===== src/rtl/separable_window_min_max_filter_unit_defines.svh =====
// Assertion macros for the separable window min/max filter.
`ifndef SEPARABLE_WINDOW_MIN_MAX_FILTER_UNIT_DEFINES_SVH
`define SEPARABLE_WINDOW_MIN_MAX_FILTER_UNIT_DEFINES_SVH
`ifndef SYNTH
`define SWMM_ASSERT_IMP(label, ante, cons) \
    label: assert property (@(posedge clk) disable iff (!rst_n) (ante) |-> (cons)) \
        else $error("window filter: same-cycle check failed");
`define SWMM_ASSERT_NXT(label, ante, cons) \
    label: assert property (@(posedge clk) disable iff (!rst_n) (ante) |=> (cons)) \
        else $error("window filter: next-cycle check failed");
`else
`define SWMM_ASSERT_IMP(label, ante, cons)
`define SWMM_ASSERT_NXT(label, ante, cons)
`endif
`endif


===== src/rtl/swmm_pkg.sv =====
// Shared constants, types and helpers of the window min/max filter.
`default_nettype none
package swmm_pkg;

    localparam int WINDOW     = 5;
    localparam int LINES      = WINDOW - 1;
    localparam int HALF       = (WINDOW - 1) / 2;
    localparam int LAG        = LINES - HALF;
    localparam int MAX_WIDTH  = 2048;
    localparam int MAX_HEIGHT = 2048;

    localparam int PIX_W  = 8;
    localparam int CFG_W  = 12;
    localparam int POS_W  = 11;
    localparam int COL_W  = $clog2(MAX_WIDTH);
    localparam int ROW_W  = $clog2(MAX_HEIGHT);
    localparam int EW_W   = COL_W + 1;
    localparam int EH_W   = ROW_W + 1;
    localparam int SLOT_W = (LINES > 1) ? $clog2(LINES) : 1;
    localparam int ADDR_W = 4;
    localparam int DATA_W = 32;

    typedef enum logic [1:0] {
        REG_WIDTH  = 2'd0,
        REG_HEIGHT = 2'd1,
        REG_MODE   = 2'd2
    } reg_idx_t;

    typedef enum logic {
        MODE_MIN = 1'b0,
        MODE_MAX = 1'b1
    } mode_t;

    typedef logic [PIX_W-1:0] pixel_t;

    typedef struct packed {
        logic [EW_W-1:0] width;
        logic [EH_W-1:0] height;
        mode_t           mode;
        logic            restart;
    } cfg_t;

    typedef struct packed {
        logic             valid;
        pixel_t           pixel;
        logic             emit;
        logic [POS_W-1:0] row;
        logic [POS_W-1:0] col;
        logic             done;
    } stage_t;

    function automatic pixel_t pick(input mode_t m, input pixel_t a, input pixel_t b);
        if (m == MODE_MAX)
        begin
            return (a > b) ? a : b;
        end
        return (a < b) ? a : b;
    endfunction

endpackage
`default_nettype wire


===== src/rtl/swmm_cfg.sv =====
// APB register block: frame size and reduction mode.
`default_nettype none
module swmm_cfg (
    input  wire logic                          clk,
    input  wire logic                          rst_n,
    input  wire logic                          psel,
    input  wire logic                          penable,
    input  wire logic                          pwrite,
    input  wire logic [swmm_pkg::ADDR_W-1:0]   paddr,
    input  wire logic [swmm_pkg::DATA_W-1:0]   pwdata,
    output logic      [swmm_pkg::DATA_W-1:0]   prdata,
    output logic                               pready,
    output swmm_pkg::cfg_t                     cfg
);

    logic [swmm_pkg::CFG_W-1:0] width_reg;
    logic [swmm_pkg::CFG_W-1:0] height_reg;
    swmm_pkg::mode_t            mode_reg;
    swmm_pkg::reg_idx_t         idx;
    logic                       wr;

    assign pready = 1'b1;
    assign wr     = psel && penable && pwrite;
    assign idx    = swmm_pkg::reg_idx_t'(paddr[swmm_pkg::ADDR_W-1:2]);

    always_ff @(posedge clk or negedge rst_n)
    begin
        if (!rst_n)
        begin
            width_reg  <= swmm_pkg::CFG_W'(640);
            height_reg <= swmm_pkg::CFG_W'(480);
            mode_reg   <= swmm_pkg::MODE_MIN;
        end
        else if (wr)
        begin
            case (idx)
                swmm_pkg::REG_WIDTH:  width_reg  <= pwdata[swmm_pkg::CFG_W-1:0];
                swmm_pkg::REG_HEIGHT: height_reg <= pwdata[swmm_pkg::CFG_W-1:0];
                swmm_pkg::REG_MODE:   mode_reg   <= swmm_pkg::mode_t'(pwdata[0]);
                default: ;
            endcase
        end
    end

    always_comb
    begin
        case (idx)
            swmm_pkg::REG_WIDTH:  prdata = swmm_pkg::DATA_W'(width_reg);
            swmm_pkg::REG_HEIGHT: prdata = swmm_pkg::DATA_W'(height_reg);
            swmm_pkg::REG_MODE:   prdata = {{(swmm_pkg::DATA_W-1){1'b0}}, mode_reg};
            default:              prdata = '0;
        endcase
    end

    // Sizes saturate to 1 .. maximum.
    always_comb
    begin
        if (width_reg == '0)
            cfg.width = swmm_pkg::EW_W'(1);
        else if (int'(width_reg) > swmm_pkg::MAX_WIDTH)
            cfg.width = swmm_pkg::EW_W'(swmm_pkg::MAX_WIDTH);
        else
            cfg.width = swmm_pkg::EW_W'(width_reg);

        if (height_reg == '0)
            cfg.height = swmm_pkg::EH_W'(1);
        else if (int'(height_reg) > swmm_pkg::MAX_HEIGHT)
            cfg.height = swmm_pkg::EH_W'(swmm_pkg::MAX_HEIGHT);
        else
            cfg.height = swmm_pkg::EH_W'(height_reg);

        cfg.mode    = mode_reg;
        cfg.restart = wr && ((idx == swmm_pkg::REG_WIDTH) || (idx == swmm_pkg::REG_HEIGHT));
    end

endmodule
`default_nettype wire


===== config.mk =====
export PLATFORM = sky130hd
export DESIGN_NAME = swmm_cfg
export DESIGN_NICKNAME = d
export VERILOG_FILES = /design/src/rtl/separable_window_min_max_filter_unit_defines.svh /design/src/rtl/swmm_pkg.sv /design/src/rtl/swmm_cfg.sv
export SDC_FILE = /design/constraint.sdc
export NUM_CORES = 1
export LEC_CHECK = 0
export BUFFER_PORTS_ARGS = -buffer_cell sky130_fd_sc_hd__buf_2
export CAP_MARGIN = 0
export CORE_UTILIZATION = 42
export CTS_CLUSTER_SIZE = 30
export DETAILED_ROUTE_END_ITERATION = 10
export PLACE_DENSITY = 0.85
export SYNTH_ARGS = -nofsm -noshare
export SYNTH_HDL_FRONTEND = slang
export SYNTH_SLANG_ARGS = --single-unit

===== constraint.sdc =====
create_clock -name clk -period 1.1 [get_ports clk]
set_input_delay 0.055 -clock clk [delete_from_list [all_inputs] [get_ports clk]]
set_output_delay 0.055 -clock clk [all_outputs]
set_load 0.005 [all_outputs]

* Word level (Yosys, flattened, before mapping)
Index checks and enable logic that the tools add are counted.
Widths: inputs -> output; s select.
** Word-level totals
- Output and inout port bits :: 59
- Register bits :: 25
- Word-level logic and storage cells :: 22
** Cells by class
- Order comparisons :: 2
- Multiplexer cells :: 5
- Reduce and logical (&&, ||, !) cells :: 10
- Equality and inequality tests :: 2
** Operators with widths (count)
- $mux 12 :: 4
- $pmux 12 s3 :: 1
- $gt 12x12->1 const B :: 2
- $logic_not 12->1 :: 2
- $reduce_and 2->1 :: 3
- $logic_and 1x1->1 :: 3
- $eq 2x1->1 const B :: 1
- $eq 2x2->1 const B :: 1
- $logic_not 2->1 :: 1
- $logic_or 1x1->1 :: 1

* Logic depth before layout (Yosys ltp)
- Depth after elaboration :: 3
- Gate-level depth with buffers :: 4
- Mapped depth without buffers :: 3

* Worst setup path before layout
OpenSTA, ideal clock, no wires.
- Path kind :: input-to-reg
- Start :: input paddr[3] (netlist name)
- End :: register width_reg[10] (netlist name)
- Cell stages on the path :: 4
- Data required time :: 975 ps
- Setup time :: 125 ps
- Path slack :: -4 ps
- Data arrival time :: 979 ps
- Path through :: and4b_1 > nor2b_4 > buf_6 > mux2_2
** Between the ends
- Word-level cells in the longest chain between the ends :: 2
** RTL lines
- start, declared :: line swmm_cfg.sv:9 : input wire logic [swmm_pkg::ADDR_W-1:0] paddr,
- $logic_not 2->1 :: line swmm_cfg.sv:36 : case (idx)
- $reduce_and 2->1 (no source line)
- end signal, assigned :: line swmm_cfg.sv:30 : width_reg <= swmm_pkg::CFG_W'(640);
- end signal, assigned :: line swmm_cfg.sv:37 : swmm_pkg::REG_WIDTH: width_reg <= pwdata[swmm_pkg::CFG_W-1:0];
- end, declared :: line swmm_cfg.sv:16 : logic [swmm_pkg::CFG_W-1:0] width_reg;
Every way passes these cells.
A chain may end at the register's enable or synchronous reset.

==> flow_metrics.env <==
export IMPL_crit_arrival_ns=1.40
export IMPL_max_freq_mhz=688
export IMPL_hold_class="input port to flop"
export IMPL_grt_pass1_wl_um=6620
export IMPL_cts_tree="done"
export IMPL_start_util_pct=44.6
export IMPL_ir_worst_vdd_v=0.00105
export IMPL_synth_flop_cell="dfrtp_1"
export IMPL_synthTopCellsByArea="dfrtp_1 (31%), mux2_2 (18%), buf_4 (11%), dfstp_2 (10%), nor2b_1 (8.6%)"
export IMPL_worst_pin_slew_ns=0.524
export IMPL_dpl_worst_slack_ns=-0.138
export IMPL_die_h_um=62.2
export IMPL_drive_gt1_share_pct=58.6
export IMPL_fill_cells=257
export IMPL_drc=0
export IMPL_grtUsageTotal_pct=22.2
export IMPL_antenna_left=0
export IMPL_die_x_um=62.2
export IMPL_end_kind="output pin"
export IMPL_setup_ws_ns=-0.353
export IMPL_synth_most_common_cell="mux2_2"
export IMPL_critPathMaxStageDelay_ns=0.41
export IMPL_routed_wl_um=4130
export IMPL_clockBufferDepth=2
export IMPL_antenna_found_initial=0
export IMPL_clock_root_buffer="clkbuf_4"
export IMPL_seq_area_frac_synth_pct=41.6
export IMPL_synth_edf_count=0
export IMPL_ys_top_cells_by_count="mux2_2 (25), buf_4 (23), nor2b_1 (21)"
export IMPL_overflow=0
export IMPL_maxCapViolCount=0
export IMPL_wire_per_inst_um=14.6
export IMPL_pin_count=100
export IMPL_io_buffer_count=56
export IMPL_grt_pass1_vias=1365
export IMPL_cts_buffers=3
export IMPL_drt_iter0_drc=30
export IMPL_cpLargestDelayFamily="flip-flops"
export IMPL_setup_viol=36
export IMPL_cp_start_kind="flop"
export IMPL_crit_buf_inv=1
export IMPL_clk_insertion_delay_late_ns=0.33
export IMPL_area_growth_pct=53.9
export IMPL_finalPower_uw=3590
export IMPL_path_class="flop to output pin"
export IMPL_htree_levels=1
export IMPL_max_slew_margin_pct=65.0
export IMPL_hold_violations=0
export IMPL_clk_pin_slew_worst_paths_ns=0.13
export IMPL_coreArea_sq_mm=0.00342
export IMPL_fin_setup_tns_ns=-6.09
export IMPL_violations="setup timing"
export IMPL_finalCritPeriodShare_pct=132
export IMPL_firstDrtPassIters=4
export IMPL_async_reset_ff_share_pct=100
export IMPL_holdWs_ns=0.0846
export IMPL_synth_avg_cell_area_sq_um=10.6
export IMPL_rsz0062_at_grt="yes"
export IMPL_finalCriticalPeriod_ns=1.45
export IMPL_n_antenna_cell=0
export IMPL_syn_area_sq_mm=0.00152
export IMPL_ys_warn_count=0
export IMPL_status="finished with violations"
export IMPL_synth_top_cell_by_area="dfrtp_1"
export IMPL_place_gp_congestion=0.756
export IMPL_cp_max_fo=2
export IMPL_yosys_area_top_type_share_pct=31.2
export IMPL_powerDensity_mw_per_mm2=1530
export IMPL_synth_cell_types=18
export IMPL_skew_ns=0
export IMPL_drt_vias_per_instance=4.73
export IMPL_cts_sinks=25
export IMPL_slowest_stage="dfstp_2"
export IMPL_cellLeakagePower_uw=0.00120
export IMPL_die_area_sq_mm=0.00387
export IMPL_rows=21
export IMPL_dpl_hpwl_um=2770
export IMPL_ys_ff_latch=25
export IMPL_syn_inst=143
export IMPL_grt_max_degree=26
export IMPL_slew_viol_final=0
export IMPL_nets=279
export IMPL_crit_required_ns=1.04
export IMPL_worstPathCellList="nor4_2 > a31oi_1 > nor2_1 > buf_2"
export IMPL_num_vias=1338
stage by stage:
| step | instance area, sq um | util (%) | cells |
|---|---|---|---|
| after floorplan | 1590 | - | 162 |
| after global placement | 1910 | 55.9 | 255 |
| after detailed placement | 1910 | 55.9 | 255 |
| after CTS | 2240 | 65.7 | 281 |
| after global routing | 2340 | 68.6 | 283 |
| final | 2340 | 68.6 | 283 |
power by group:
| part | internal (uW) | total (uW) | switching (uW) |
|---|---|---|---|
| clock network | 142 | 418 | 275 |
| logic | 1090 | 1740 | 647 |
| registers | 1180 | 1430 | 255 |
| total | 2410 | 3590 | 1180 |
routing by layer:
| layer | GRT usage, % | wire, um | vias up |
|---|---|---|---|
| met5 | 0 | 0 | - |
| met4 | 9.88 | 83 | 0 |
| met3 | 3.49 | 189 | 7 |
| met2 | 40.2 | 2110 | 56 |
| met1 | 25.6 | 1750 | 650 |
| li1 | - | - | 625 |
path summary, 6_finish.rpt:
| check | cells after the start | slack (ns) | startpoint | end |
|---|---|---|---|---|
| worst max register to register | 2 | 0.07 | height_reg[11] | height_reg[11] |
| max in group asynchronous | 2 | 0.50 | rst_n | height_reg[11] |
| worst max-delay path | 4 | -0.35 | height_reg[7] | cfg[2] |
| worst min register to register | 1 | 0.56 | width_reg[0] | width_reg[0] |
| min in group asynchronous | 2 | 0.23 | rst_n | height_reg[2] |
| worst min-delay path | 3 | 0.08 | penable | mode_reg |
worst register-to-register path, cell delays in order, from the launching register on:
cell     delay, ns
dfrtp_2       0.50
buf_4         0.18
mux2_2        0.26
final cells by class:
cell class	count	area, sq um	area share (%)
clock buffer	4	26.3	1.12
sequential	25	636	27.1
multi-input combinational	106	850	36.3
timing repair buffer	102	774	33.0
tap	46	57.6	2.46
what timing repair did:
| action | in CTS | in global routing |
|---|---|---|
| hold endpoints to repair | 44 | 0 |
| hold buffers | 13 | 0 |
| endpoints found under the setup margin | 36 | 36 |
| resized for setup | 24 | 16 |
| pin swaps | 3 | 3 |
| setup buffers | 9 | 5 |
layout by cell type, fill, tap and decap left out:
master,synthesis,layout
mux2i_1,12,12
buf_2,2,53
conb_1,2,21
nor4_2,0,3
buf_6,1,19
clkbuf_4,0,3
mux2_2,25,25
nand2_1,2,2
clkbuf_1,5,1
dfstp_2,6,6
a31oi_1,2,2
buf_4,23,14
nand4_1,1,1
nor2b_4,1,10
buf_12,0,3
nor4_4,0,1
nor2_1,15,15
o21ai_1,0,1
nor2b_1,21,12
and4b_1,1,1
dlygate4sd3_1,0,13
dfrtp_1,19,17
dfrtp_2,0,2
cells by family (layout without fill, tap and decap cells):
kind of cell,Yosys count,in the layout,synth area share [%]
and+or+nand+nor,45,45,16.4
muxes,37,37,26.4
other,2,21,0.493
buffers and inverters,31,106,14.0
DFF,25,25,41.6
AOI/OAI and AO/OA,3,3,1.15
Power figures use the tool's default switching activity.
