<file path="src/rtl/separable_window_min_max_filter_unit_defines.svh">
// Assertion macros for the separable window min/max filter.
`ifndef SEPARABLE_WINDOW_MIN_MAX_FILTER_UNIT_DEFINES_SVH
`define SEPARABLE_WINDOW_MIN_MAX_FILTER_UNIT_DEFINES_SVH
`ifndef SYNTH
`define SWMM_ASSERT_IMP(label, ante, cons) \
    label: assert property (@(posedge clk) disable iff (!rst_n) (ante) |-> (cons)) \
        else $error("window filter: same-cycle check failed");
`define SWMM_ASSERT_NXT(label, ante, cons) \
    label: assert property (@(posedge clk) disable iff (!rst_n) (ante) |=> (cons)) \
        else $error("window filter: next-cycle check failed");
`else
`define SWMM_ASSERT_IMP(label, ante, cons)
`define SWMM_ASSERT_NXT(label, ante, cons)
`endif
`endif

</file>
<file path="src/rtl/swmm_pkg.sv">
// Shared constants, types and helpers of the window min/max filter.
`default_nettype none
package swmm_pkg;

    localparam int WINDOW     = 5;
    localparam int LINES      = WINDOW - 1;
    localparam int HALF       = (WINDOW - 1) / 2;
    localparam int LAG        = LINES - HALF;
    localparam int MAX_WIDTH  = 2048;
    localparam int MAX_HEIGHT = 2048;

    localparam int PIX_W  = 8;
    localparam int CFG_W  = 12;
    localparam int POS_W  = 11;
    localparam int COL_W  = $clog2(MAX_WIDTH);
    localparam int ROW_W  = $clog2(MAX_HEIGHT);
    localparam int EW_W   = COL_W + 1;
    localparam int EH_W   = ROW_W + 1;
    localparam int SLOT_W = (LINES > 1) ? $clog2(LINES) : 1;
    localparam int ADDR_W = 4;
    localparam int DATA_W = 32;

    typedef enum logic [1:0] {
        REG_WIDTH  = 2'd0,
        REG_HEIGHT = 2'd1,
        REG_MODE   = 2'd2
    } reg_idx_t;

    typedef enum logic {
        MODE_MIN = 1'b0,
        MODE_MAX = 1'b1
    } mode_t;

    typedef logic [PIX_W-1:0] pixel_t;

    typedef struct packed {
        logic [EW_W-1:0] width;
        logic [EH_W-1:0] height;
        mode_t           mode;
        logic            restart;
    } cfg_t;

    typedef struct packed {
        logic             valid;
        pixel_t           pixel;
        logic             emit;
        logic [POS_W-1:0] row;
        logic [POS_W-1:0] col;
        logic             done;
    } stage_t;

    function automatic pixel_t pick(input mode_t m, input pixel_t a, input pixel_t b);
        if (m == MODE_MAX)
        begin
            return (a > b) ? a : b;
        end
        return (a < b) ? a : b;
    endfunction

endpackage
`default_nettype wire

</file>
<file path="src/rtl/swmm_reduce.sv">
// Vertical and horizontal min/max reduction and the result register.
`default_nettype none
module swmm_reduce (
    input  wire logic                                             clk,
    input  wire logic                                             rst_n,
    input  wire swmm_pkg::stage_t                                 stage,
    input  wire logic [swmm_pkg::LINES-1:0][swmm_pkg::PIX_W-1:0]  col_data,
    input  wire swmm_pkg::mode_t                                  mode,
    output logic                                                  a_fire,
    output logic                                                  out_valid,
    input  wire logic                                             out_ready,
    output swmm_pkg::pixel_t                                      filtered_value,
    output logic [swmm_pkg::POS_W-1:0]                            center_row,
    output logic [swmm_pkg::POS_W-1:0]                            center_column,
    output logic                                                  frame_done
);

    logic [swmm_pkg::LINES-1:0][swmm_pkg::PIX_W-1:0] colred_reg;
    swmm_pkg::pixel_t           vert, win, filtered_reg;
    logic [swmm_pkg::POS_W-1:0] row_reg, col_reg;
    logic                       done_reg, out_valid_reg, out_free;

    assign out_free = !out_valid_reg || out_ready;
    // A stage item with no result never waits for the output side.
    assign a_fire   = stage.valid && (!stage.emit || out_free);

    always_comb
    begin
        vert = stage.pixel;
        for (int k = 0; k < swmm_pkg::LINES; k++)
        begin
            vert = swmm_pkg::pick(mode, vert, col_data[k]);
        end
        win = vert;
        for (int k = 0; k < swmm_pkg::LINES; k++)
        begin
            win = swmm_pkg::pick(mode, win, colred_reg[k]);
        end
    end

    always_ff @(posedge clk)
    begin
        if (a_fire)
        begin
            for (int k = swmm_pkg::LINES - 1; k > 0; k--)
            begin
                colred_reg[k] <= colred_reg[k-1];
            end
            colred_reg[0] <= vert;
        end
        if (a_fire && stage.emit)
        begin
            filtered_reg <= win;
            row_reg      <= stage.row;
            col_reg      <= stage.col;
            done_reg     <= stage.done;
        end
    end

    always_ff @(posedge clk or negedge rst_n)
    begin
        if (!rst_n)
        begin
            out_valid_reg <= 1'b0;
        end
        else if (a_fire && stage.emit)
        begin
            out_valid_reg <= 1'b1;
        end
        else if (out_ready)
        begin
            out_valid_reg <= 1'b0;
        end
    end

    assign out_valid      = out_valid_reg;
    assign filtered_value = filtered_reg;
    assign center_row     = row_reg;
    assign center_column  = col_reg;
    assign frame_done     = done_reg;

endmodule
`default_nettype wire

</file>
<file path="config.mk">
export PLATFORM = sky130hd
export DESIGN_NAME = swmm_reduce
export DESIGN_NICKNAME = d
export VERILOG_FILES = /design/src/rtl/separable_window_min_max_filter_unit_defines.svh /design/src/rtl/swmm_pkg.sv /design/src/rtl/swmm_reduce.sv
export SDC_FILE = /design/constraint.sdc
export NUM_CORES = 1
export LEC_CHECK = 0
export ABC_AREA = 1
export BUFFER_PORTS_ARGS = -buffer_cell sky130_fd_sc_hd__buf_2
export CORE_UTILIZATION = 41
export DETAILED_ROUTE_END_ITERATION = 7
export PLACE_DENSITY = 0.63
export SKIP_CTS_REPAIR_TIMING = 1
export SYNTH_ARGS = -nofsm -noshare
export SYNTH_HDL_FRONTEND = slang
export SYNTH_SLANG_ARGS = --single-unit
</file>
<file path="constraint.sdc">
create_clock -name clk -period 18.1 [get_ports clk]
set_input_delay 3.62 -clock clk [delete_from_list [all_inputs] [get_ports clk]]
set_output_delay 3.62 -clock clk [all_outputs]
set_load 0.02 [all_outputs]
</file>
* Word-level counts from Yosys, hierarchy flattened
Index checks and enable logic that the tools add are counted.
** Storage, ports and cells
- Logic and storage cells :: 67
- Output and inout bits :: 33
- Bits of input ports :: 69
- Bits in registers :: 64
** Operators by class
- Reductions and logical operators :: 7
- Multiplexer cells :: 35
- Magnitude comparators :: 16
** Operator list (count)
- 8-bit 2-to-1 mux :: 32
- 8-bit greater-than comparator :: 8
- 8-bit less-than comparator :: 8
- 1-bit 2-to-1 mux :: 3
- 1-bit logical AND :: 2
- 1-bit logical NOT :: 2
- 1-bit logical OR :: 2
- 2-bit nonzero test :: 1

* Longest topological paths before layout
Gate-level depths: netlist (run 1).
- Depth in word-level cells :: 32
- Mapped depth :: 99
- Mapped depth without buffers :: 99

* Least setup slack after synthesis (run 1)
OpenSTA, ideal clock, no wires.
- Kind :: input to register
- Start point :: in col_data[7] in the netlist's numbering
- End point :: reg filtered_reg[0] (netlist: filtered_value[0]) (data pin)
- Slack :: 3.255 ns
- Library setup time :: 0.253 ns
- Data required time :: 17.847 ns
- Stages on the path :: 84
- Arrival time :: 14.593 ns
- Buffers on the path :: 1
- Cells stage by stage :: inv_1 > ha_1 > a21o_1 > nor2_8 > nand2_8 > buf_12 > o21ai_2 > nand2_1 > nand2_1 > inv_1 > ha_1 > nand2_1 > nor2_1 > nand2_1 > nand3_1 > nand2_8 > inv_2 > nand2_1 > (+48 left out) > o21ai_0 > nand4_1 > o2111ai_1 > o31ai_2 > inv_1 > nand3_1 > nand2_1 > nand2_2 > inv_1 > ha_1 > nand2_1 > or2_2 > o2111ai_1 > o31ai_2 > inv_1 > nand3_1 > nand2_1 > nand2_1
** On the way
- Longest elaborated chain between the ends :: 32
- Elaborated cells on any way between the ends :: 48
- Classes of those cells :: 16 x order compare; 32 x mux
** Ends and longest elaborated chain
- start: declaration :: RTL line swmm_reduce.sv:7 : input wire logic [swmm_pkg::LINES-1:0][swmm_pkg::PIX_W-1:0] col_data,
- 8-bit greater-than comparator :: RTL line swmm_pkg.sv:55 : return (a > b) ? a : b;
- 8-bit 2-to-1 mux :: RTL line swmm_pkg.sv:55
- 8-bit 2-to-1 mux :: RTL line swmm_pkg.sv:53 : if (m == MODE_MAX)
- 8-bit 2-to-1 mux (*) :: RTL line swmm_pkg.sv:57 : return (a < b) ? a : b;
- 8-bit greater-than comparator :: RTL line swmm_pkg.sv:55
- 8-bit 2-to-1 mux :: RTL line swmm_pkg.sv:55
- 8-bit 2-to-1 mux :: RTL line swmm_pkg.sv:53
- 8-bit 2-to-1 mux (*) :: RTL line swmm_pkg.sv:57
- (+8 left out)
- named net vert[5] :: RTL line swmm_reduce.sv:19 : swmm_pkg::pixel_t vert, win, filtered_reg;
- (+9 left out)
- 8-bit 2-to-1 mux :: RTL line swmm_pkg.sv:55
- 8-bit 2-to-1 mux :: RTL line swmm_pkg.sv:53
- 8-bit 2-to-1 mux (*) :: RTL line swmm_pkg.sv:57
- 8-bit greater-than comparator :: RTL line swmm_pkg.sv:55
- 8-bit 2-to-1 mux :: RTL line swmm_pkg.sv:55
- 8-bit 2-to-1 mux :: RTL line swmm_pkg.sv:53
- 8-bit 2-to-1 mux (*) :: RTL line swmm_pkg.sv:57
- named net win[0] :: RTL line swmm_reduce.sv:19
- end signal: assignment :: RTL line swmm_reduce.sv:53 : filtered_reg <= win;
- end: declaration :: RTL line swmm_reduce.sv:19
Mark *: on every way through the listed nets, which the timed path passes. The rest lies on a longest branch. The select of a mux whose other input is x is not followed.
A chain may end at the register's enable or synchronous reset.

* Final worst setup path (run 1)
Same ends and word-level chain as after synthesis.

==> results of run 1 <==
-- cells by family (layout without fill, tap and decap cells) --
| group | count (synthesis) | in the layout | share of synthesized area |
|---|---|---|---|
| adder cells (fa/ha/maj) | 64 | 64 | 0.133 |
| flip-flops | 64 | 64 | 0.317 |
| AO/OA/AOI/OAI | 114 | 114 | 0.106 |
| AND/OR/NAND/NOR | 394 | 394 | 0.333 |
| buffers and inverters | 153 | 262 | 0.111 |
-- power breakdown --
group / switching, mW / internal [mW]
logic: 0.418 / 0.218
clock network: 0.0665 / 0.106
registers: 0.0118 / 0.192
-- cells in the mapped netlist --
| cell | number |
|---|---|
| nand2_1 | 210 |
| inv_1 | 136 |
| a21oi_1 | 92 |
| nand3_1 | 80 |
| ha_1 | 64 |
| edfxtp_1 | 63 |
| nand2_2 | 36 |
| nand3_2 | 34 |
| nor2_1 | 16 |
| o21ai_0 | 6 |
| clkbuf_8 | 5 |
| inv_2 | 5 |
| nand4_1 | 5 |
| a211oi_1 | 4 |
| nand2_4 | 4 |
| o31ai_2 | 4 |
| buf_6 | 2 |
| clkbuf_1 | 2 |
| nand2_8 | 2 |
| o2111ai_1 | 2 |
| or2_2 | 2 |
| a21o_1 | 1 |
| a21oi_2 | 1 |
| and2_2 | 1 |
| buf_12 | 1 |
| buf_4 | 1 |
| bufinv_8 | 1 |
| dfrtp_1 | 1 |
| nand4_4 | 1 |
| nor2_2 | 1 |
| nor2_4 | 1 |
| nor2_8 | 1 |
| o211ai_2 | 1 |
| o21a_1 | 1 |
| o21ai_1 | 1 |
| o21ai_2 | 1 |
-- layer usage --
metal  GRT usage  vias to the layer above  routed length [µm]
met3      0.0383                       17                 580
li1            -                     2824                   -
met1       0.264                     2461                6740
met5           0                        -                   0
met2       0.336                      109                6800
met4      0.0520                        0                 220
-- metrics by stage --
step | cells | area, µm² | hold WS (ps) | utilization | setup slack (ps)
6_report | 1078 | 6970 | 464 | 0.494 | 1430
4_1_cts | 1078 | 6960 | 468 | 0.494 | 1430
3_3_place_gp | 1062 | 6670 | 452 | 0.473 | 1300
3_5_place_dp | 1062 | 6670 | 449 | 0.473 | 1120
5_1_grt | 1078 | 6970 | 494 | 0.494 | -38.7
2_1_floorplan | 789 | 6040 | 426 | - | 3250
-- worst max-delay path by stage --
stage	startpoint	end	slack, ps	cells after the start
after floorplan	col_data[7]	filtered_value[0]	3250	84
after global placement	col_data[7]	filtered_value[0]	1300	90
after detailed placement	col_data[5]	filtered_value[0]	1120	89
after CTS	col_data[7]	filtered_value[0]	1430	90
after global routing	col_data[1]	filtered_value[0]	-40	91
final	col_data[7]	filtered_value[0]	1430	90
-- worst max-delay path, delay by kind of cell --
family / cells / cell delay [ps]
AOI/OAI and AO/OA: 15 / 3170
adders and majority gates: 8 / 2280
buffers and inverters: 18 / 2180
and+or+nand+nor: 49 / 5430
-- layout make-up --
class	count	area share
flip-flops and latches	64	0.275
inverters	142	0.0785
multi-input cells	572	0.496
repair buffers	104	0.0758
clock buffers	9	0.0323
well taps	180	0.0323
clock inverters	7	0.0102
==> impl_results.md, run 1 <==
- Total GRT Usage: 0.201
- Fin. Hold Viols: 0
- Hold depth: 0
- P_leak: 3.67 nW
- # nets final: 1026
- Global-route wire length before repair: 24000 µm
- CTS tree: done
- Reg2reg end: filtered_value[0]
- Iteration-0 DRC Markers: 246
- Critical Path RT: 18190 ps
- Die Footprint: 15200 µm²
- Most frequent cells in the layout: nand2_1 (210), inv_1 (136), buf_2 (101)
- Layout cells sized above 1: 0.241
- Syn_nets: 922
- Layout Skew: 9.07 ps
- Row count: 43
- Hold EP: colred_reg[10]
- Multi-input gate area: 3450 µm²
- Reg area: 1920 µm²
- HPWL after detailed placement: 11400 µm
- Slew @ Worst Pin: 809 ps
- Htree depth: 3
- Synthesized area per cell: 7.65 µm²
- Final GP Congestion: 0.874
- Clock buffer depth: 2
- Drt pass-1 iters: 5
- Ant. Diodes: 0
- Mapped Cells: 789
- Via density: 5.02
- Yosys reg bits: 64
- Vias in the first global route: 5091
- R2R Setup Slk: 9860 ps
- I/O pins: 102
- Initial antenna violation count: 0
- Max-cap violations: 0
- Final WL: 14300 µm
- Final critical-path required period: 16670 ps
- Pin count of the biggest net entering global routing: 58
- Skew-Pair Late Insertion Delay: 330 ps
- Top post-synthesis cells by area: edfxtp_1 (31%), ha_1 (13%), nand2_1 (13%)
- Cell mode on critical path: nand2_1
- Commonest non-fill, non-tap cell in the layout: nand2_1
- Worst ir drop on vdd: 0.0000689 V
- Die height: 123 µm
- Port Buffers: 101
- Final ANT Viol Nets: 0
- Worst EP arrival: 16760 ps
- Synth-to-layout area growth: 15.4%
- Max Freq: 60.0 MHz
- RR Startpoint: colred_reg[5]
- Crit path max-delay cell type: o2111ai_1
- Remaining Overflow, GRT: 0
- Worst Setup Start Kind: primary input
- Fillers: 1407
- # DRC: 0
- Overall Power: 1.01 mW
- CP Class: primary input to flip-flop
- Setup TNS: 0 ps
- Fin crit share: 0.921
- Crit Path Max Fanout: 18
- YS warnings: 0
- Clk pin slew, worst setup/hold paths: 60 ps
- Crit-path max cell delay: 320 ps
- # setup viols final: 0
- Share of the synthesized area in the top cell type: 0.313
- CTS buffer count: 9
- Sequential fraction of the synthesis area: 0.317
- Crit end category: flip-flop
- HP Start: colred_reg[2]
- Core region area: 14100 µm²
- Final Slew Violations: 0
- Worst r2r path cells: 48
- Post-DR wirelength/cell: 13.3 µm
- Max FFs per register: 32
- Synthesized area: 6040 µm²
- Via count: 5411
- Outcome: completed
- Synth unique cells: 36
- Die W: 123 µm
- Clock sink count: 64
- Cell type with the largest total area after synthesis: edfxtp_1
- PD cells: 145 nW/µm²
- Initial Util: 0.428
- Slew HR: 0.460
- Hold crit path type: flip-flop to flip-flop
- Clk Tree Root Cell: clkbuf_16
No activity file was read; power rests on OpenSTA's default activity.
==> run 2, diff against run 1 <==
--- a/config.mk
+++ b/config.mk
@@ -7,9 +7,9 @@
 export LEC_CHECK = 0
 export ABC_AREA = 1
 export BUFFER_PORTS_ARGS = -buffer_cell sky130_fd_sc_hd__buf_2
-export CORE_UTILIZATION = 41
+export CORE_UTILIZATION = 63
 export DETAILED_ROUTE_END_ITERATION = 7
-export PLACE_DENSITY = 0.63
+export PLACE_DENSITY = 0.9
 export SKIP_CTS_REPAIR_TIMING = 1
 export SYNTH_ARGS = -nofsm -noshare
 export SYNTH_HDL_FRONTEND = slang
==> run 2 against run 1 <==
Routed wire length down 3.7%. Sequential cell count is the same. Final cell count decreased by 4.8%. Highest routed layer unchanged. Via count up 5.1%. Worst setup slack improved by 190 ps. Clock power is 18% lower. Final area shrank 1.9%. Worst hold slack got worse by 6.9 ps. Count of clock-buffer cells in the layout stayed put. Critical path type unchanged. Sequential power is essentially flat.
==> impl_results.md, run 2 (synthesized netlist as in run 1, its figures left out) <==
- Outcome: completed (unchanged)
- Hold crit path type: flip-flop to flip-flop (unchanged)
- Final ANT Viol Nets: 0 (unchanged)
- Final WL: 13800 µm (was 14300 µm)
- Worst EP arrival: 16590 ps (was 16760 ps)
- Htree depth: 3 (unchanged)
- Die height: 99.9 µm (was 123 µm)
- Die W: 99.9 µm (was 123 µm)
- Critical Path RT: 18210 ps (was 18190 ps)
- Final cell count without fillers: 1026 (was 1078)
- Fin crit share: 0.910 (was 0.921)
- Slew HR: 0.277 (was 0.460)
- Fillers: 714 (was 1407)
- Core region area: 9280 µm² (was 14100 µm²)
- CTS buffer count: 9 (unchanged)
- Crit Path Max Fanout: 18 (unchanged)
- # nets final: 1025 (was 1026)
- Via density: 5.54 (was 5.02)
- Die Footprint: 9980 µm² (was 15200 µm²)
- Crit end category: flip-flop (unchanged)
- Max-cap violations: 0 (unchanged)
- # setup viols final: 0 (unchanged)
- Fin. Hold Viols: 0 (unchanged)
- Worst ir drop on vdd: 0.000110 V (was 0.0000689 V)
- Layout Skew: 13.7 ps (was 9.07 ps)
- Util after Layout: 0.736 (was 0.494)
- Final GP Congestion: 0.979 (was 0.874)
- Initial antenna violation count: 0 (unchanged)
- CP Class: primary input to flip-flop (unchanged)
- Crit path max-delay cell type: bufinv_8 (was o2111ai_1)
- Setup TNS: 0 ps (unchanged)
- # DRC: 0 (unchanged)
- Iteration-0 DRC Markers: 389 (was 246)
- Total GRT Usage: 0.292 (was 0.201)
- Commonest non-fill, non-tap cell in the layout: nand2_1 (unchanged)
- HPWL after detailed placement: 10600 µm (was 11400 µm)
- Max Freq: 60.7 MHz (was 60.0 MHz)
- Remaining Overflow, GRT: 0 (unchanged)
- Clock buffer depth: 2 (unchanged)
- Initial Util: 0.650 (was 0.428)
- Ant. Diodes: 0 (unchanged)
- RSZ-0062 raised after global routing: false
- Cell mode on critical path: nand2_1 (unchanged)
- Synth-to-layout area growth: 13.2% (was 15.4%)
- Global-route wire length before repair: 23200 µm (was 24000 µm)
- Port Buffers: 101 (unchanged)
- PD cells: 145 nW/µm² (about the same)
- I/O pins: 102 (unchanged)
- Skew-Pair Late Insertion Delay: 360 ps (was 330 ps)
- P_leak: 3.64 nW (was 3.67 nW)
- Slew @ Worst Pin: 1080 ps (was 809 ps)
- Worst Setup Start Kind: primary input (unchanged)
- Cell total after placement: 1010 (was 1062)
- Clk pin slew, worst setup/hold paths: 80 ps (was 60 ps)
- Max FFs per register: 32 (unchanged)
- Most frequent cells in the layout: nand2_1 (210), inv_1 (136), buf_2 (101) (unchanged)
- Post-DR wirelength/cell: 13.5 µm (was 13.3 µm)
- Clk Tree Root Cell: clkbuf_8 (was clkbuf_16)
- Clock sink count: 64 (unchanged)
- Vias in the first global route: 5214 (was 5091)
- Via count: 5689 (was 5411)
- Layout cells sized above 1: 0.242 (was 0.241)
- CTS tree: done (unchanged)
- Crit-path max cell delay: 310 ps (was 320 ps)
- Drt pass-1 iters: 5 (unchanged)
- Final critical-path required period: 16480 ps (was 16670 ps)
- Final Slew Violations: 0 (unchanged)
- Pin count of the biggest net entering global routing: 59 (was 58)
- Row count: 35 (was 43)
## run 2: worst paths after layout
path | start | end | slack, ps | depth (start not counted)
max | col_data[7] | filtered_value[7] | 1620 | 86
min in group asynchronous | rst_n | out_valid | 3030 | 1
min | colred_reg[2] | colred_reg[10] | 460 | 0
max reg2reg | colred_reg[5] | filtered_value[7] | 9960 | 46
min reg2reg | colred_reg[2] | colred_reg[10] | 460 | 0
max in group asynchronous | rst_n | out_valid | 14990 | 1
## run 2: layout make-up
class | instances | area (µm²) | area share
inverter | 142 | 549 | 0.0804
clock inverter | 7 | 103 | 0.0150
multi-input combinational | 572 | 3460 | 0.506
sequential | 64 | 1920 | 0.280
clock buffer | 9 | 124 | 0.0181
tap | 129 | 161 | 0.0236
timing repair buffer | 103 | 520 | 0.0761
## run 2: per-layer routing
layer / GRT usage / routed length (µm)
met1: 0.375 / 5860
met2: 0.486 / 6680
met3: 0.0592 / 1010
met4: 0.107 / 270
met5: 0 / 0
## run 2: worst max-delay path: cells and delay by family
kind	cells	cell delay, ps
simple gates	44	4840
fa+ha+maj	8	2250
compound gates	19	3770
buf+inv	15	2080
## run 2: power by group
| part | switching, mW | leakage [nW] | total [mW] | internal (mW) |
|---|---|---|---|---|
| Clock | 0.0616 | 0.110 | 0.141 | 0.0789 |
| Sequential | 0.0115 | 0.612 | 0.203 | 0.191 |
| Combinational | 0.428 | 2.92 | 0.648 | 0.220 |
| Total | 0.501 | 3.64 | 0.991 | 0.490 |
## run 2: stage by stage
step                hold WS, ps  setup slack (ps)  power, mW  cell area [µm²]
floorplan                   426              3250      0.699             6040
global placement            438              1670      0.812             6590
detailed placement          444              1210      0.833             6590
CTS                         464              1490      0.977             6820
global route                485               226       1.09             6840
finish                      457              1620      0.991             6840
==> run 3, diff against run 2 <==
--- a/config.mk
+++ b/config.mk
@@ -7,9 +7,10 @@
 export LEC_CHECK = 0
 export ABC_AREA = 1
 export BUFFER_PORTS_ARGS = -buffer_cell sky130_fd_sc_hd__buf_2
-export CORE_UTILIZATION = 63
+export CORE_UTILIZATION = 64
+export CTS_BUF_LIST = sky130_fd_sc_hd__clkbuf_4 sky130_fd_sc_hd__clkbuf_8
 export DETAILED_ROUTE_END_ITERATION = 7
-export PLACE_DENSITY = 0.9
+export PLACE_DENSITY = 0.91
 export SKIP_CTS_REPAIR_TIMING = 1
 export SYNTH_ARGS = -nofsm -noshare
 export SYNTH_HDL_FRONTEND = slang
==> run 3 against run 2 <==
Core utilization rose by 0.29 points. Critical path depth did not move. Count of clock-buffer cells in the layout did not move. First-iteration DRC count rose by 13%. Critical endpoint is now filtered_value[0]. Largest cell class unchanged.
==> impl_results.md, run 3 (synthesized netlist as in run 1, its figures left out) <==
- Most frequent cells in the layout: nand2_1 (210), inv_1 (136), buf_2 (101) (unchanged)
- P_leak: 3.64 nW (about the same)
- Initial antenna violation count: 0 (unchanged)
- Setup TNS: 0 ps (unchanged)
- Met1 Use GR: 0.375 (about the same)
- Multi-input gate area: 3450 µm² (was 3460 µm²)
- Slew @ Worst Pin: 1120 ps (was 1080 ps)
- PD cells: 146 nW/µm² (was 145 nW/µm²)
- Die Footprint: 9830 µm² (was 9980 µm²)
- # setup viols final: 0 (unchanged)
- Max Freq: 60.3 MHz (was 60.7 MHz)
- Outcome: completed (unchanged)
- Fin crit share: 0.915 (was 0.910)
- Vias in the first global route: 5346 (was 5214)
- Max FFs per register: 32 (unchanged)
- Delay-heaviest family, CP: simple AND/OR/NAND/NOR gates (unchanged)
- Final Slew Violations: 0 (unchanged)
- Final WL: 14200 µm (was 13800 µm)
- # nets final: 1025 (unchanged)
- Busiest grt layer: met2 (unchanged)
- I/O pins: 102 (unchanged)
- Final cell count without fillers: 1008 (was 1026)
- WP buf/inv: 16 (was 15)
- Drt pass-1 iters: 6 (was 5)
- Hold depth: 0 (unchanged)
- Clock buffer depth: 2 (unchanged)
- CTS tree: done (unchanged)
- Reg2reg end: filtered_value[0] (was filtered_value[7])
- R2R Setup Slk: 9900 ps (was 9960 ps)
- Die height: 99.1 µm (was 99.9 µm)
- Via density: 5.64 (was 5.54)
- HP Start: colred_reg[2] (unchanged)
- Critical Path RT: 18210 ps (about the same)
- Critical Path Stages: 86 (unchanged)
- Clk pin slew, worst setup/hold paths: 80 ps (about the same)
- Final ANT Viol Nets: 0 (unchanged)
- Pin count of the biggest net entering global routing: 58 (was 59)
- Clock sink count: 64 (unchanged)
- Total GRT Usage: 0.301 (was 0.292)
- Crit-path max cell delay: 560 ps (was 310 ps)
- Iteration-0 DRC Markers: 439 (was 389)
- Layout Skew: 9.98 ps (was 13.7 ps)
- Worst Setup Start Kind: primary input (unchanged)
- Port Buffers: 101 (unchanged)
- Post-DR wirelength/cell: 14.1 µm (was 13.5 µm)
- Synth-to-layout area growth: 12.6% (was 13.2%)
- Die W: 99.1 µm (was 99.9 µm)
- Cell total after placement: 992 (was 1010)
- Reg area: 1920 µm² (unchanged)
- Global-route wire length before repair: 23800 µm (was 23200 µm)
- Post-route design area: 6800 µm² (was 6840 µm²)
- RSZ-0062 raised after global routing: false (unchanged)
- Initial Util: 0.657 (was 0.650)
- Clk Tree Root Cell: clkbuf_8 (unchanged)
- Fillers: 699 (was 714)
- Crit path max-delay cell type: o31ai_2 (was bufinv_8)
- Row count: 35 (unchanged)
- Crit Path Max Fanout: 18 (unchanged)
- # DRC: 0 (unchanged)
- Cell mode on critical path: nand2_1 (unchanged)
- Ant. Diodes: 0 (unchanged)
- HPWL after detailed placement: 11000 µm (was 10600 µm)
- Via count: 5682 (was 5689)
- Final critical-path required period: 16570 ps (was 16480 ps)
- Met3 usage: 0.0562 (was 0.0592)
- Overall Power: 990 µW (was 991 µW)
- Core region area: 9200 µm² (was 9280 µm²)
- Placed cell area: 6570 µm² (was 6590 µm²)
- Final GP Congestion: 1.00 (was 0.979)
- Worst EP arrival: 16680 ps (was 16590 ps)
- RR Startpoint: colred_reg[7] (was colred_reg[5])
- Worst ir drop on vdd: 0.0000994 V (was 0.000110 V)
- CP Class: primary input to flip-flop (unchanged)
- Slew HR: 0.251 (was 0.277)
- Skew-Pair Late Insertion Delay: 350 ps (was 360 ps)
- Htree depth: 3 (unchanged)
- Hold crit path type: flip-flop to flip-flop (unchanged)
- Fin. Hold Viols: 0 (unchanged)
- Crit end category: flip-flop (unchanged)
- Hold EP: colred_reg[10] (unchanged)
- Met2 usage: 0.526 (was 0.486)
- Commonest non-fill, non-tap cell in the layout: nand2_1 (unchanged)
- Worst r2r path cells: 45 (was 46)
- Layout cells sized above 1: 0.240 (was 0.242)
- Max-cap violations: 0 (unchanged)
- CTS buffer count: 9 (unchanged)
- Remaining Overflow, GRT: 0 (unchanged)
## run 3: area by class of cell
class / instances / share of cell area
multi-input cells: 572 / 0.507
inverters: 142 / 0.0804
clock buffers: 9 / 0.0182
clock inverters: 7 / 0.0151
well taps: 111 / 0.0204
repair buffers: 103 / 0.0766
flip-flops and latches: 64 / 0.282
## run 3: per-stage QoR
step / utilization / setup WS, ps / hold slack [ps]
floorplan: - / 3250 / 426
detailed placement: 0.715 / 1440 / 451
finish: 0.739 / 1530 / 471
global placement: 0.715 / 1860 / 434
CTS: 0.739 / 1830 / 469
global route: 0.739 / 221 / 485
## run 3: how the worst max path moves through the flow
| stage | slack, ps | start | end |
|---|---|---|---|
| 6_report | 1530 | col_data[3] | filtered_value[0] |
| 5_1_grt | 220 | col_data[3] | filtered_value[2] |
| 4_1_cts | 1830 | col_data[3] | filtered_value[0] |
| 3_5_place_dp | 1440 | col_data[3] | filtered_value[0] |
| 3_3_place_gp | 1860 | col_data[5] | filtered_value[0] |
| 2_1_floorplan | 3250 | col_data[7] | filtered_value[0] |
## run 3: metal layers
layer  wire (µm)  up-vias  share of wire
li1            -     2825              -
met1        5810     2511           0.41
met2        6840      298           0.48
met3        1140       48          0.080
met4         412        0          0.029
met5           0        -              0
## run 3: where the power goes
part           switching [mW]  internal (mW)  leakage (nW)
clock network          0.0606         0.0789         0.110
logic                   0.430          0.217          2.91
registers              0.0120          0.191         0.612
total                   0.502          0.488          3.64
